File: config.mk
export PLATFORM = sky130hd
export DESIGN_NAME = sfc_key_gen
export DESIGN_NICKNAME = d
export VERILOG_FILES = /design/src/rtl/sfc_pkg.sv /design/src/rtl/sfc_key_gen.sv
export SDC_FILE = /design/constraint.sdc
export NUM_CORES = 2
export LEC_CHECK = 0
export BUFFER_PORTS_ARGS = -buffer_cell sky130_fd_sc_hd__buf_2
export CAP_MARGIN = 20
export CORE_ASPECT_RATIO = 0.9
export CORE_UTILIZATION = 35
export DETAILED_ROUTE_END_ITERATION = 6
export GPL_TIMING_DRIVEN = 0
export PLACE_DENSITY_LB_ADDON = 0.1
export SYNTH_ARGS = -nofsm -noshare
export SYNTH_HDL_FRONTEND = slang
export SYNTH_SLANG_ARGS = --single-unit
File: constraint.sdc
create_clock -name i_clk -period 12.6 [get_ports i_clk]
set_input_delay 0.63 -clock i_clk [delete_from_list [all_inputs] [get_ports i_clk]]
set_output_delay 0.63 -clock i_clk [all_outputs]
set_load 0.05 [all_outputs]
File: src/rtl/sfc_pkg.sv
// ----------------------------------------------------------------------------
// sfc_pkg
// shared constants and types for the slot keyed feistel cipher pipeline
// ----------------------------------------------------------------------------
`default_nettype none

package sfc_pkg;

    localparam int unsigned ROUND_COUNT = 4;
    localparam int unsigned MIX_SHIFT   = 16;

    // pipeline depth: two key stages plus two stages per round
    localparam int unsigned PIPE_DEPTH  = 2 + 2 * ROUND_COUNT;

    localparam logic [31:0] MIX_MUL   = 32'h9E37_79B1;
    localparam logic [63:0] ROUND_MUL = 64'h517C_C1B7_2722_0A95;
    localparam logic [63:0] SLOT_MUL  = 64'h6A09_E667_F3BC_C908;
    localparam logic [31:0] SLOT_LO   = SLOT_MUL[31:0];
    localparam logic [31:0] SLOT_HI   = SLOT_MUL[63:32];

    localparam logic OP_ENCRYPT = 1'b0;
    localparam logic OP_DECRYPT = 1'b1;

    typedef logic [$clog2(ROUND_COUNT)-1:0] t_round;

    // round index times the round constant, mod 2^64
    localparam logic [63:0] ROUND_TAB [ROUND_COUNT] = '{
        64'd0,
        ROUND_MUL,
        64'(ROUND_MUL * 64'd2),
        64'(ROUND_MUL * 64'd3)
    };

    // x is the word fed to the round function, y the other word
    typedef struct packed {
        logic        vld;
        logic        dec;
        logic [31:0] x;
        logic [31:0] y;
        logic [63:0] skey;
    } t_stage;

endpackage

`default_nettype wire

File: src/rtl/sfc_key_gen.sv
// ----------------------------------------------------------------------------
// sfc_key_gen
// two stage slot key derivation: partial products, then sum and master xor
// ----------------------------------------------------------------------------
`default_nettype none

module sfc_key_gen
    import sfc_pkg::*;
(
    input  wire logic        i_clk,
    input  wire logic        i_rst_n,
    input  wire logic        i_en,
    input  wire logic        i_valid,
    input  wire logic        i_opcode,
    input  wire logic [63:0] i_data,
    input  wire logic [31:0] i_slot,
    input  wire logic [63:0] i_master_key,
    output t_stage           o_stage
);

    logic        r_vld1;
    logic        r_dec1;
    logic [31:0] r_x1;
    logic [31:0] r_y1;
    logic [63:0] r_pp_lo;
    logic [31:0] r_pp_hi;

    logic [31:0] n_x1;
    logic [31:0] n_y1;
    logic [63:0] n_pp_lo;
    logic [31:0] n_pp_hi;
    logic [63:0] n_skey;

    t_stage      r_out;

    // word routing: decrypt feeds the left word to the round function
    always_comb begin
        if (i_opcode == OP_DECRYPT) begin
            n_x1 = i_data[63:32];
            n_y1 = i_data[31:0];
        end else begin
            n_x1 = i_data[31:0];
            n_y1 = i_data[63:32];
        end
        n_pp_lo = {32'd0, i_slot} * {32'd0, SLOT_LO};
        n_pp_hi = i_slot * SLOT_HI;
    end

    // slot key from the two partial products
    assign n_skey = i_master_key ^ (r_pp_lo + {r_pp_hi, 32'd0});

    // stage registers, only the valid bits take the reset
    always_ff @(posedge i_clk) begin
        if (!i_rst_n) begin
            r_vld1    <= 1'b0;
            r_out.vld <= 1'b0;
        end else if (i_en) begin
            r_vld1    <= i_valid;
            r_out.vld <= r_vld1;
        end
        if (i_en) begin
            r_dec1     <= i_opcode;
            r_x1       <= n_x1;
            r_y1       <= n_y1;
            r_pp_lo    <= n_pp_lo;
            r_pp_hi    <= n_pp_hi;
            r_out.dec  <= r_dec1;
            r_out.x    <= r_x1;
            r_out.y    <= r_y1;
            r_out.skey <= n_skey;
        end
    end

    assign o_stage = r_out;

endmodule

`default_nettype wire

==> impl_summary.log <==
INFO  metric dieWidth = 331 µm
INFO  metric first_global_vias = 22900
INFO  metric timing.critical_path.arrival = 8810 ps
INFO  metric path_max_fanout = 10
INFO  metric post_route_cells_drive_above_1_share = 0.128
INFO  metric placementRows = 108
INFO  metric place_congestion = 0.923
INFO  metric synthFlopType = edfxtp_1
INFO  metric num-nets-final = 4443
INFO  metric crit_required = 12970 ps
INFO  metric postSynthNetCount = 4108
INFO  metric globalRouteOverflowTotal = 0
INFO  metric setup.worst_path.class = input port to flop
INFO  metric timing_hold_violations_final = 0
INFO  metric ys_seq_area_frac = 0.253
INFO  metric grt_max_degree = 113
INFO  metric worst_slew_pin_slew = 1070 ps
INFO  metric placement.cell_area = 37200 µm²
INFO  metric hold_buffers = 0
INFO  metric floorplan.initialDensity = 0.353
INFO  metric clockBufferDepth = 3
INFO  metric post_cts.resized_instances = 0
INFO  metric critical_path.startpoint_type = input port
INFO  metric syn_inst = 2937
INFO  metric via_count = 21700
INFO  metric flow.area_growth_from_synthesis = 12.4%
INFO  metric status = finished clean
INFO  metric final_cells = 4558
INFO  metric post_route_setup_tns = 0 ps
INFO  metric route.final.wire_length = 96.9 mm
INFO  metric drt_drc = 0
INFO  metric slew_viol_final = 0
INFO  metric timing.critical_path.to_type = flop
INFO  metric clock.fmax = 118 MHz
INFO  metric h-tree-depth = 2
INFO  metric hold_path_class = input port to flop
INFO  metric dr.first_iter.drc_count = 1107
INFO  metric finalInstanceArea = 38300 µm²
INFO  metric fraction_of_the_cycle_the_final_worst_path_needs = 0.670
INFO  metric antenna_found_initial = 2
INFO  metric most_frequent_cells_in_the_layout = inv_1, fa_1, ha_1
INFO  metric mostFrequentLayoutCell = inv_1
INFO  metric post_synth_instance_area = 34100 µm²
INFO  metric relSlewSlack = 0.281
INFO  metric hold_path_depth = 1
INFO  metric antenna_left = 0
INFO  metric wl_per_cell = 21.3 µm
INFO  metric drv.max_cap_violation_count = 0
INFO  metric tritoncts.num_buffers = 36
INFO  metric synth_cell_types = 66
INFO  metric cts.reportedPaths.clkPinSlew = 60 ps
INFO  metric pin_count = 295
INFO  metric report.final.setup_viol = 0
INFO  metric firstDrtPassIters = 5
INFO  metric die_outline_area = 98600 µm²
INFO  metric design.core.area = 96500 µm²
INFO  metric synth.top_cells.by_area = fa_1, edfxtp_1, ha_1, inv_1, xnor2_1
INFO  metric clk_root_buffer_cell = clkbuf_16
INFO  metric tritoncts = done
INFO  metric synth-seq-cells = 288
INFO  metric timing.final.crit_period = 8440 ps
INFO  metric clock_insertion_delay_worst_skew = 600 ps
INFO  metric synth_top_area_cell = fa_1
INFO  metric area_fraction_of_the_dominant_cell_type_after_synthesis = 0.317
INFO  metric avgViaCountPerCell = 4.76
INFO  metric edff_count_synth = 286
INFO  metric hpwl_reported_at_the_end_of_detailed_placement = 82.9 mm
INFO  metric placedCellCount = 4499
INFO  metric postSynthAreaPerCell = 11.6 µm²
INFO  metric reg2regPathDepth = 10
INFO  metric grt_total_usage = 0.199
INFO  metric postCtsSetupBuffers = 0
INFO  metric synth.yosys.warnings = 0
INFO  metric grt_pass1_wl = 143 mm
INFO  metric rsz0062_at_grt = false
INFO  metric worst_clock_skew_on_the_final_layout = 29.0 ps
INFO  metric die_h = 298 µm
INFO  metric port-buffer-count = 294
INFO  metric cts_sinks = 288
INFO  metric asyncSetResetFlopFracSynth = 0
worst max-delay path: stages:
cell	delay, ps
buf_2	470
ha_1	370
inv_1	280
fa_1	610
inv_1	50
fa_1	470
inv_1	50
fa_1	490
inv_1	50
fa_1	530
inv_1	50
fa_1	470
inv_1	50
fa_1	470
inv_1	50
fa_1	480
inv_1	40
ha_1	350
and4_1	330
nand4_1	130
nor2_1	80
a21boi_0	130
a31oi_1	690
a41oi_1	310
a311oi_1	580
o21ai_0	210
xor2_1	350
synth_stat cells (4+ instances only):
master,n
or3_1,4
or4_1,4
a2111oi_0,4
xor2_1,81
a21oi_1,94
nor2b_1,15
o211ai_1,11
nor3_1,24
o21bai_1,9
nor4_1,5
clkbuf_1,18
a211oi_1,16
a21o_1,55
xnor2_1,111
nand4_1,11
inv_1,806
nor2_1,63
edfxtp_1,286
and3_1,12
nand2_1,57
and2_1,4
o21a_1,18
o21ai_0,53
nand3_1,21
a31oi_1,9
a31o_2,4
nand2b_1,10
ha_1,467
fa_1,539
mux2_2,64
registers in the layout, summed over array words and instances (netlist names):
| register | count |
|---|---|
| r_vld1 | 1 |
| r_dec1 | 1 |
| r_x1 | 32 |
| o_stage | 130 |
| r_pp_lo | 60 |
| r_y1 | 32 |
| r_pp_hi | 32 |
per-layer routing:
metal / global-route usage / vias up / part of all wire
met2: 0.310 / 531 / 0.46
met5: 0 / - / 0
li1: - / 10100 / -
met4: 0.0541 / 0 / 0.027
met1: 0.275 / 11000 / 0.45
met3: 0.0490 / 97 / 0.064
cell families after synthesis:
family | after synthesis | synth area share
xor gates and xnor gates | 192 | 0.0493
AOI/OAI and AO/OA | 318 | 0.0623
buffers and inverters | 826 | 0.0910
adders and majority gates | 1006 | 0.488
DFF | 288 | 0.253
muxes | 66 | 0.0217
and+or+nand+nor | 241 | 0.0344
cell type report:
cell class | count | area [µm²]
Timing Repair Buffer | 297 | 1540
Buffer | 19 | 72.6
Antenna cell | 1 | 2.50
Tap cell | 1265 | 1580
Sequential cell | 288 | 8630
Multi-Input combinational cell | 1823 | 22300
Clock inverter | 16 | 176
Clock buffer | 42 | 923
Fill cell | 9501 | 58200
Inverter | 807 | 3030
path summary, 6_finish.rpt:
| path | start | end | slack (ps) |
|---|---|---|---|
| worst max-delay path | i_slot[19] | r_pp_lo[51] | 4160 |
| worst min-delay path | i_master_key[2] | o_stage[2] | 200 |
| worst max register to register | r_pp_lo[40] | o_stage[63] | 8930 |
| worst min register to register | r_x1[9] | o_stage[105] | 420 |
stage by stage:
step	worst slack, ps	hold slack [ps]	util
final	4160	202	0.397
after CTS	4260	141	0.397
after floorplan	5500	400	-
after global placement	3350	401	0.385
after global routing	3870	166	0.397
after detailed placement	3590	405	0.386
Power is not shown: default switching activity piles up to over one toggle a cycle in this logic, so the estimate is an artifact.
