<file path="config.mk">
export PLATFORM = sky130hd
export DESIGN_NAME = sfc_round
export DESIGN_NICKNAME = d
export VERILOG_FILES = /design/src/rtl/sfc_pkg.sv /design/src/rtl/sfc_round.sv
export SDC_FILE = /design/constraint.sdc
export NUM_CORES = 1
export LEC_CHECK = 0
export BUFFER_PORTS_ARGS = -buffer_cell sky130_fd_sc_hd__buf_2
export CAP_MARGIN = 20
export CORE_MARGIN = 4
export CORE_UTILIZATION = 55
export CTS_BUF_LIST = sky130_fd_sc_hd__clkbuf_4 sky130_fd_sc_hd__clkbuf_8 sky130_fd_sc_hd__clkbuf_16
export DETAILED_ROUTE_END_ITERATION = 8
export HOLD_SLACK_MARGIN = 0.05
export PLACE_DENSITY = 0.77
export SYNTH_ARGS = -nofsm -noshare
export SYNTH_HDL_FRONTEND = slang
export SYNTH_SLANG_ARGS = --single-unit
</file>
<file path="constraint.sdc">
create_clock -name i_clk -period 10.1 [get_ports i_clk]
set_input_delay 1.01 -clock i_clk [delete_from_list [all_inputs] [get_ports i_clk]]
set_output_delay 1.01 -clock i_clk [all_outputs]
set_load 0.01 [all_outputs]
</file>
<file path="src/rtl/sfc_pkg.sv">
// ----------------------------------------------------------------------------
// sfc_pkg
// shared constants and types for the slot keyed feistel cipher pipeline
// ----------------------------------------------------------------------------
`default_nettype none

package sfc_pkg;

    localparam int unsigned ROUND_COUNT = 4;
    localparam int unsigned MIX_SHIFT   = 16;

    // pipeline depth: two key stages plus two stages per round
    localparam int unsigned PIPE_DEPTH  = 2 + 2 * ROUND_COUNT;

    localparam logic [31:0] MIX_MUL   = 32'h9E37_79B1;
    localparam logic [63:0] ROUND_MUL = 64'h517C_C1B7_2722_0A95;
    localparam logic [63:0] SLOT_MUL  = 64'h6A09_E667_F3BC_C908;
    localparam logic [31:0] SLOT_LO   = SLOT_MUL[31:0];
    localparam logic [31:0] SLOT_HI   = SLOT_MUL[63:32];

    localparam logic OP_ENCRYPT = 1'b0;
    localparam logic OP_DECRYPT = 1'b1;

    typedef logic [$clog2(ROUND_COUNT)-1:0] t_round;

    // round index times the round constant, mod 2^64
    localparam logic [63:0] ROUND_TAB [ROUND_COUNT] = '{
        64'd0,
        ROUND_MUL,
        64'(ROUND_MUL * 64'd2),
        64'(ROUND_MUL * 64'd3)
    };

    // x is the word fed to the round function, y the other word
    typedef struct packed {
        logic        vld;
        logic        dec;
        logic [31:0] x;
        logic [31:0] y;
        logic [63:0] skey;
    } t_stage;

endpackage

`default_nettype wire

</file>
<file path="src/rtl/sfc_round.sv">
// ----------------------------------------------------------------------------
// sfc_round
// one feistel round in two stages: key xor and multiply, then fold and swap
// ----------------------------------------------------------------------------
`default_nettype none

module sfc_round
    import sfc_pkg::*;
(
    input  wire logic   i_clk,
    input  wire logic   i_rst_n,
    input  wire logic   i_en,
    input  wire t_round i_round,
    input  wire t_stage i_stage,
    output t_stage      o_stage
);

    t_round      n_rnd;
    logic [63:0] n_t;
    logic [31:0] n_rk;
    logic [31:0] n_v;
    logic [31:0] n_f;

    t_stage      r_mid;
    logic [31:0] r_v;
    t_stage      r_out;

    // round key: reversed order when decrypting, high half folded on low
    always_comb begin
        n_rnd = (i_stage.dec == OP_DECRYPT) ? t_round'(ROUND_COUNT - 1) - i_round : i_round;
        n_t   = i_stage.skey ^ ROUND_TAB[n_rnd];
        n_rk  = n_t[63:32] ^ n_t[31:0];
        n_v   = (i_stage.x ^ n_rk) * MIX_MUL;
    end

    // mix fold and word swap
    assign n_f = r_v ^ (r_v >> MIX_SHIFT);

    // stage registers, only the valid bits take the reset
    always_ff @(posedge i_clk) begin
        if (!i_rst_n) begin
            r_mid.vld <= 1'b0;
            r_out.vld <= 1'b0;
        end else if (i_en) begin
            r_mid.vld <= i_stage.vld;
            r_out.vld <= r_mid.vld;
        end
        if (i_en) begin
            r_mid.dec  <= i_stage.dec;
            r_mid.x    <= i_stage.x;
            r_mid.y    <= i_stage.y;
            r_mid.skey <= i_stage.skey;
            r_v        <= n_v;
            r_out.dec  <= r_mid.dec;
            r_out.x    <= r_mid.y ^ n_f;
            r_out.y    <= r_mid.x;
            r_out.skey <= r_mid.skey;
        end
    end

    assign o_stage = r_out;

endmodule

`default_nettype wire

</file>
==> results of run 1 <==
==> final timing paths <==
check	startpoint	slack [ps]	end
max reg2reg	r_v[5]$_DFFE_PP_	9110	o_stage[101]$_DFFE_PP_
min	r_mid[125]$_DFFE_PP_	410	o_stage[93]$_DFFE_PP_
max	i_stage[128]	1240	r_v[31]$_DFFE_PP_
min reg2reg	r_mid[125]$_DFFE_PP_	410	o_stage[93]$_DFFE_PP_
==> layout make-up <==
class                      instances  share of cell area (%)
multi-input combinational        745                   41.39
sequential                       292                   39.66
timing repair buffer             285                   6.749
inverter                         319                   5.428
clock buffer                      34                   3.460
tap                              448                   2.541
clock inverter                    19                  0.7770
==> sequential cells by signal, indices dropped and copies added (netlist names) <==
register	flops
r_v	32
r_mid	130
o_stage	130
==> metal layers <==
metal / GRT usage (%) / vias up
li1: - / 5026
met1: 29.06 / 5356
met2: 37.25 / 339
met3: 3.913 / 70
met4: 6.224 / 0
met5: 0 / -
==> metrics by stage <==
stage / hold WS, ps / instances
global placement: 400.4 / 2089
detailed placement: 404.5 / 2089
global route: 418.3 / 2142
finish: 412.8 / 2142
CTS: 418.2 / 2142
floorplan: 400.3 / 1361
==> kinds of logic (layout without fill, tap and decap cells) <==
group	Yosys count	after routing
buffers and inverters	324	657
adders and majority gates	379	379
and+or+nand+nor	65	65
AOI/OAI and AO/OA	68	68
xor gates and xnor gates	229	229
DFF	292	292
muxes	4	4
==> cell usage in the layout, fill, tap and decap left out, drive strengths merged, types with 3 or more instances in the layout <==
cell / Yosys / final
or3: 3 / 3
nand2b: 8 / 8
fa: 193 / 193
clkinv: 0 / 13
clkbuf: 1 / 34
o21a: 3 / 3
a31oi: 3 / 3
nor2b: 7 / 7
bufinv: 0 / 3
o21bai: 3 / 3
o21ai: 16 / 16
a21oi: 16 / 16
xnor2: 164 / 164
a21o: 11 / 11
nor2: 9 / 9
inv: 319 / 320
nand2: 21 / 21
buf: 4 / 285
o211ai: 3 / 3
xor2: 64 / 64
edfxtp: 290 / 290
and2: 4 / 4
ha: 184 / 184
mux2i: 3 / 3
==> impl_metrics.env, run 1 <==
export IMPL_crit_arrival_ps=9150
export IMPL_cp_start_kind="primary input"
export IMPL_wl_mm=41.19
export IMPL_crit_path_end_kind="flip-flop"
export IMPL_fin_tns_setup_ps=0
export IMPL_dpl_hpwl_mm=33.41
export IMPL_preCtsSetupSlack_ps=737.3
export IMPL_crit_required_ps=10390
export IMPL_clk_latency_ps=560
export IMPL_grt_usage_pct=21.82
export IMPL_via_per_inst=5.038
export IMPL_cts_htree_levels=1
export IMPL_drive_gt1_share_pct=20.48
export IMPL_final_core_util_pct=65.14
export IMPL_synth_cell_types=54
export IMPL_drtIter0Drc=512
export IMPL_multi_input_area_mm2=0.009130
export IMPL_postRouteAntennaNets=0
export IMPL_die_x_um=194.4
export IMPL_syn_area_mm2=0.01911
export IMPL_dr_pass1_iters=5
export IMPL_muxShareOfSynthArea_pct=0.2816
export IMPL_rows=67
export IMPL_synth_area_leaders="edfxtp_1 46%, fa_1 20%, ha_1 12%"
export IMPL_met1_length_mm=17.21
export IMPL_crit_type="in -> reg"
export IMPL_min_path_type="reg -> reg"
export IMPL_cts_buffers=29
export IMPL_io_pins=265
export IMPL_area_growth_pct=15.46
export IMPL_antenna_found_initial=0
export IMPL_dr_wl_met3_mm=2.307
export IMPL_synth_common_cells="319 x inv_1, 290 x edfxtp_1, 193 x fa_1"
export IMPL_maxSlewViolCount=0
export IMPL_n_antenna_cell=0
export IMPL_clkTransAtPathRegs_ps=60
export IMPL_globalplace_congestion=0.9262
export IMPL_crit_top_cell="fa_1"
export IMPL_fin_crit_sh_pct=87.73
export IMPL_path_delay_family="adder cells"
export IMPL_die_h_um=194.4
export IMPL_crit_slowest_cell="fa_1"
export IMPL_cts_tree="yes"
export IMPL_dpl_cell_area_mm2=0.02113
export IMPL_cts_resized_gates=0
export IMPL_core_region_area_mm2=0.03387
export IMPL_post_cts_buffers=0
export IMPL_synth_ff_type="edfxtp_1"
export IMPL_clock_skew_ps=21.43
export IMPL_drv_cap=0
export IMPL_cp_num_buf_inv=6
export IMPL_ff2ff_path_depth=2
export IMPL_regArea_mm2=0.008748
export IMPL_clockBufferDepth=3
export IMPL_synth_top_family_by_area="adder cells"
export IMPL_grt_pass1_vias=11770
export IMPL_post_synth_top_count_cell="inv_1"
export IMPL_ys_seq_area_share_pct=45.79
export IMPL_routed_top_layer="met4"
export IMPL_port_buffers=264
export IMPL_tightest_slew_ps=1071
export IMPL_synth_compound_area_share_pct=2.331
export IMPL_initial_core_util_pct=56.41
export IMPL_design_area_mm2=0.02206
export IMPL_cts_num_sinks=292
export IMPL_setup_viol=0
export IMPL_status="complete, no violations"
export IMPL_yosysTopAreaCellShare_pct=45.58
export IMPL_synth_xor_area_share_pct=10.96
export IMPL_finalHoldViolCount=0
export IMPL_yosys_area_share_simple_pct=1.827
export IMPL_grt_overflow=0
export IMPL_final_nets=2184
export IMPL_syn_area_per_cell_um2=14.04
export IMPL_setup_ws_ps=1239
export IMPL_synth_cells=1361
export IMPL_yosysTopAreaCell="edfxtp_1"
export IMPL_cts_root_buffer="clkbuf_16"
export IMPL_synth_nets=1873
export IMPL_min_period_ps=8861
export IMPL_yosys_register_bits=292
export IMPL_max_freq_mhz=112.9
export IMPL_worstPathMaxFanout=9
export IMPL_dieArea_mm2=0.03778
export IMPL_drt_wirelength_per_cell_um=19.23
export IMPL_synth_edf_count=290
export IMPL_nFillCells=2519
export IMPL_worst_path_stages=28
export IMPL_slew_headroom_pct=28.39
export IMPL_dr_wl_met2_mm=20.37
export IMPL_max_stage_delay_ps=580
export IMPL_cts_hold_fix_buffers=0
export IMPL_synthArstFlopShare_pct=0
export IMPL_min_path_cells=0
export IMPL_yosys_area_share_adder_pct=32.38
export IMPL_synth_warnings=0
export IMPL_grt_max_degree=147
export IMPL_drc=0
export IMPL_vias=10790
export IMPL_grt_first_pass_wirelength_mm=64.26
export IMPL_rsz0062_at_grt="no"
Power of run 1 is not shown: default switching activity piles up to over one toggle a cycle in this logic, so the estimate is an artifact.
==> run 2, diff against run 1 <==
Settings changed: MAX_ROUTING_LAYER set to met4.
==> run 2 against run 1 <==
Global-route usage up 1.0 points. Setup slack better by 59 ps. Clock skew down 12 ps.
==> impl_metrics.env, run 2 (same netlist as run 1, synthesis figures left out) <==
export IMPL_crit_type="in -> reg"
export IMPL_vias=10740
export IMPL_cp_start_kind="primary input"
export IMPL_grt_pass1_vias=11730
export IMPL_fin_crit_sh_pct=87.15
export IMPL_cts_root_buffer="clkbuf_16"
export IMPL_cts_resized_gates=0
export IMPL_n_antenna_cell=0
export IMPL_min_path_type="reg -> reg"
export IMPL_post_cts_buffers=0
export IMPL_grt_usage_pct=22.85
export IMPL_die_x_um=194.4
export IMPL_drv_cap=0
export IMPL_final_core_util_pct=64.98
export IMPL_drc=0
export IMPL_rows=67
export IMPL_drive_gt1_share_pct=20.29
export IMPL_cts_htree_levels=1
export IMPL_design_area_mm2=0.02201
export IMPL_mostFrequentLayoutCell="inv_1"
export IMPL_clockBufferDepth=3
export IMPL_cts_hold_fix_buffers=0
export IMPL_clock_skew_ps=9.121
export IMPL_crit_required_ps=10430
export IMPL_globalplace_congestion=0.9228
export IMPL_slew_headroom_pct=28.83
export IMPL_io_pins=265
export IMPL_grt_first_pass_wirelength_mm=65.11
export IMPL_dieArea_mm2=0.03778
export IMPL_cts_tree="yes"
export IMPL_wl_mm=41.39
export IMPL_crit_top_cell="fa_1"
export IMPL_tightest_slew_ps=1068
export IMPL_cts_num_sinks=292
export IMPL_max_freq_mhz=113.6
export IMPL_reg2reg_slack_ps=9050
export IMPL_initial_core_util_pct=56.41
export IMPL_clkTransAtPathRegs_ps=60
export IMPL_max_stage_delay_ps=600
export IMPL_antenna_found_initial=0
export IMPL_most_common_layout_cells="319 x inv_1, 290 x edfxtp_1, 263 x buf_2"
export IMPL_final_nets=2184
export IMPL_core_region_area_mm2=0.03387
export IMPL_drtIter0Drc=602
export IMPL_maxSlewViolCount=0
export IMPL_drt_wirelength_per_cell_um=19.31
export IMPL_crit_arrival_ps=9140
export IMPL_worstPathMaxFanout=7
export IMPL_cts_buffers=29
export IMPL_dpl_cell_area_mm2=0.02113
export IMPL_setup_viol=0
export IMPL_min_period_ps=8803
export IMPL_fin_tns_setup_ps=0
export IMPL_clk_latency_ps=560
export IMPL_via_per_inst=5.012
export IMPL_dr_pass1_iters=4
export IMPL_area_growth_pct=15.19
export IMPL_postRouteAntennaNets=0
export IMPL_crit_path_end_kind="flip-flop"
export IMPL_status="complete, no violations"
export IMPL_crit_slowest_cell="xnor2_1"
export IMPL_finalHoldViolCount=0
export IMPL_die_h_um=194.4
export IMPL_dpl_hpwl_mm=33.57
export IMPL_grt_max_degree=146
export IMPL_port_buffers=264
export IMPL_grt_overflow=0
export IMPL_rsz0062_at_grt="no"
## run 2: changes by cell type in the layout (fill, tap and decap cells not counted), sizes merged
cell,delta
clkbuf,-1
bufinv,-2
clkinv,+5
clkinvlp,-1
## run 2: final timing paths
check	start	end	depth (start not counted)
worst max-delay path	i_stage[128]	r_v[30]$_DFFE_PP_	27
worst min-delay path	r_mid[124]$_DFFE_PP_	o_stage[92]$_DFFE_PP_	0
worst max register to register	r_v[6]$_DFFE_PP_	o_stage[102]$_DFFE_PP_	2
worst min register to register	r_mid[124]$_DFFE_PP_	o_stage[92]$_DFFE_PP_	0
## run 2: cell type report
type / count / area (µm²)
clock inverters: 21 / 127.6
clock buffers: 33 / 755.7
repair buffers: 285 / 1489
multi-input cells: 745 / 9130
fillers: 2543 / 11860
well taps: 448 / 560.5
flip-flops and latches: 292 / 8748
inverters: 319 / 1197
## run 2: layer usage
metal | up-vias | routed length, µm | GRT usage, %
met5 | - | 0 | -
met4 | 0 | 1227 | 5.755
met2 | 331 | 20500 | 37.65
met1 | 5314 | 17080 | 29.59
li1 | 5028 | - | -
met3 | 68 | 2580 | 4.536
## run 2: critical path, delay by kind of cell
kind / cells / cell delay (ps)
AO/OA/AOI/OAI: 6 / 1630
XOR/XNOR: 4 / 1350
adder cells (fa/ha/maj): 10 / 4130
buffers and inverters: 5 / 530
AND/OR/NAND/NOR: 2 / 470
## run 2: through the flow
stage	hold WS [ps]	setup slack (ps)	instances
6_report	414.2	1297	2143
5_1_grt	412.8	1016	2143
4_1_cts	413.3	1383	2143
3_5_place_dp	404.5	794.4	2089
3_3_place_gp	400.3	992.8	2089
2_1_floorplan	400.3	1500	1361
Power of run 2 is left out for the same reason.
==> run 3, diff against run 2 <==
Settings changed: CORE_UTILIZATION 55 to 25, PLACE_DENSITY 0.77 to not set.
==> run 3 against run 2 <==
Via count rose by 0.69%. Core utilization is 35 points lower. Critical endpoint is now r_v[31]$_DFFE_PP_. Hold slack lost 1.5 ps. Non-clock buffer count rose by 1. Critical path depth up 1. Setup slack better by 25 ps. First-iteration DRC count shrank 12%. Register-to-register slack gained 50 ps. Final area increased by 4.5%.
==> impl_metrics.env, run 3 (same netlist as run 1, synthesis figures left out) <==
export IMPL_setup_viol=0
export IMPL_min_period_ps=8777
export IMPL_rsz0062_at_grt="no"
export IMPL_mostFrequentLayoutCell="inv_1"
export IMPL_reg2reg_slack_ps=9100
export IMPL_max_freq_mhz=113.9
export IMPL_crit_required_ps=10390
export IMPL_clockBufferDepth=3
export IMPL_cts_buffers=36
export IMPL_min_path_type="reg -> reg"
export IMPL_finalHoldViolCount=0
export IMPL_wl_mm=46.43
export IMPL_io_pins=265
export IMPL_grt_pass1_vias=12090
export IMPL_cts_num_sinks=292
export IMPL_port_buffers=264
export IMPL_die_h_um=284.4
export IMPL_design_area_mm2=0.02301
export IMPL_dpl_cell_area_mm2=0.02180
export IMPL_dieArea_mm2=0.08091
export IMPL_postRouteAntennaNets=0
export IMPL_ff2ff_path_depth=2
export IMPL_setup_worst_path_start="i_stage[128]"
export IMPL_initial_core_util_pct=25.20
export IMPL_cts_tree="yes"
export IMPL_hold_ws_ps=412.7
export IMPL_final_nets=2192
export IMPL_drtIter0Drc=527
export IMPL_post_cts_buffers=0
export IMPL_globalplace_congestion=0.9195
export IMPL_dr_pass1_iters=5
export IMPL_fin_crit_sh_pct=86.90
export IMPL_cp_start_kind="primary input"
export IMPL_grt_first_pass_wirelength_mm=71.90
export IMPL_drc=0
export IMPL_worstPathMaxFanout=9
export IMPL_drv_cap=0
export IMPL_r2r_start="r_v[31]$_DFFE_PP_"
export IMPL_fin_tns_setup_ps=0
export IMPL_dpl_hpwl_mm=37.56
export IMPL_rr_endpoint="o_stage[111]$_DFFE_PP_"
export IMPL_cts_htree_levels=2
export IMPL_crit_arrival_ps=9070
export IMPL_crit_path_end_kind="flip-flop"
export IMPL_crit_type="in -> reg"
export IMPL_tightest_slew_ps=1100
export IMPL_clkTransAtPathRegs_ps=60
export IMPL_clock_skew_ps=20.89
export IMPL_die_x_um=284.4
export IMPL_antenna_found_initial=2
export IMPL_status="complete, no violations"
export IMPL_maxSlewViolCount=0
export IMPL_clk_latency_ps=550
export IMPL_core_region_area_mm2=0.07582
export IMPL_via_per_inst=4.026
export IMPL_grt_overflow=0
export IMPL_area_growth_pct=20.43
export IMPL_grt_max_degree=78
export IMPL_most_common_layout_cells="319 x inv_1, 290 x edfxtp_1, 263 x buf_2"
export IMPL_vias=10820
export IMPL_drive_gt1_share_pct=21.22
export IMPL_rows=101
export IMPL_cts_hold_fix_buffers=0
export IMPL_drt_wirelength_per_cell_um=17.29
export IMPL_critPathCapture="r_v[31]$_DFFE_PP_"
export IMPL_grt_usage_pct=11.89
export IMPL_cts_resized_gates=0
export IMPL_cts_root_buffer="clkbuf_16"
export IMPL_slew_headroom_pct=26.32
-- run 3: cell types whose count changed in the layout (fill, tap and decap cells not counted), moves of 2 or more --
cell,before,now
clkinv_2,7,5
clkbuf_4,4,6
clkbuf_16,29,38
clkinv_1,10,3
diode_2,0,2
bufinv_16,1,3
clkinv_4,1,5
-- run 3: layout make-up --
cell class | count | area, µm²
well taps | 978 | 1224
repair buffers | 286 | 1496
clock buffers | 44 | 996.0
diodes | 2 | 5.005
flip-flops and latches | 292 | 8748
fillers | 7658 | 52810
clock inverters | 20 | 211.5
inverters | 319 | 1197
multi-input cells | 745 | 9130
-- run 3: worst min path at each step --
| stage | cells past startpoint | start | end | slack, ps |
|---|---|---|---|---|
| 2_1_floorplan | 0 | r_mid[0]$_DFFE_PP_ | o_stage[0]$_DFFE_PP_ | 400 |
| 3_3_place_gp | 0 | r_mid[102]$_DFFE_PP_ | o_stage[70]$_DFFE_PP_ | 400 |
| 3_5_place_dp | 0 | r_mid[21]$_DFFE_PP_ | o_stage[21]$_DFFE_PP_ | 400 |
| 4_1_cts | 0 | r_mid[118]$_DFFE_PP_ | o_stage[86]$_DFFE_PP_ | 420 |
| 5_1_grt | 0 | r_mid[57]$_DFFE_PP_ | o_stage[57]$_DFFE_PP_ | 420 |
| 6_report | 0 | r_mid[102]$_DFFE_PP_ | o_stage[70]$_DFFE_PP_ | 410 |
-- run 3: routing by layer --
metal	vias up	share of wire (%)	GRT usage [%]	wire length, µm
li1	5054	-	-	-
met1	5462	41	13.92	18810
met5	-	0	-	0
met4	0	2.6	3.524	1229
met2	227	52	21.09	24290
met3	72	4.5	1.901	2102
-- run 3: worst max-delay path, cell delays in order --
cell and delay [ps]:
buf_2 210, xor2_1 420, ha_1 330, xnor2_1 150
xnor2_1 150, xor2_1 310, inv_1 320, fa_1 570
inv_1 50, fa_1 480, fa_1 510, fa_1 400
inv_1 80, fa_1 430, fa_1 500, fa_1 490
inv_1 40, fa_1 470, inv_1 40, ha_1 350
and4_1 190, and2_1 190, a221oi_1 300, nor2b_1 90
or4_1 410, o22a_1 250, a31oi_1 240, xnor2_1 100
-- run 3: through the flow --
step           utilization, %  instances  setup WS, ps
2_1_floorplan               -       1361          1500
3_3_place_gp            28.75       2620         944.7
3_5_place_dp            28.75       2620         708.8
4_1_cts                 30.34       2684          1322
5_1_grt                 30.34       2686         953.1
6_report                30.34       2686          1323
Power of run 3 is left out for the same reason.
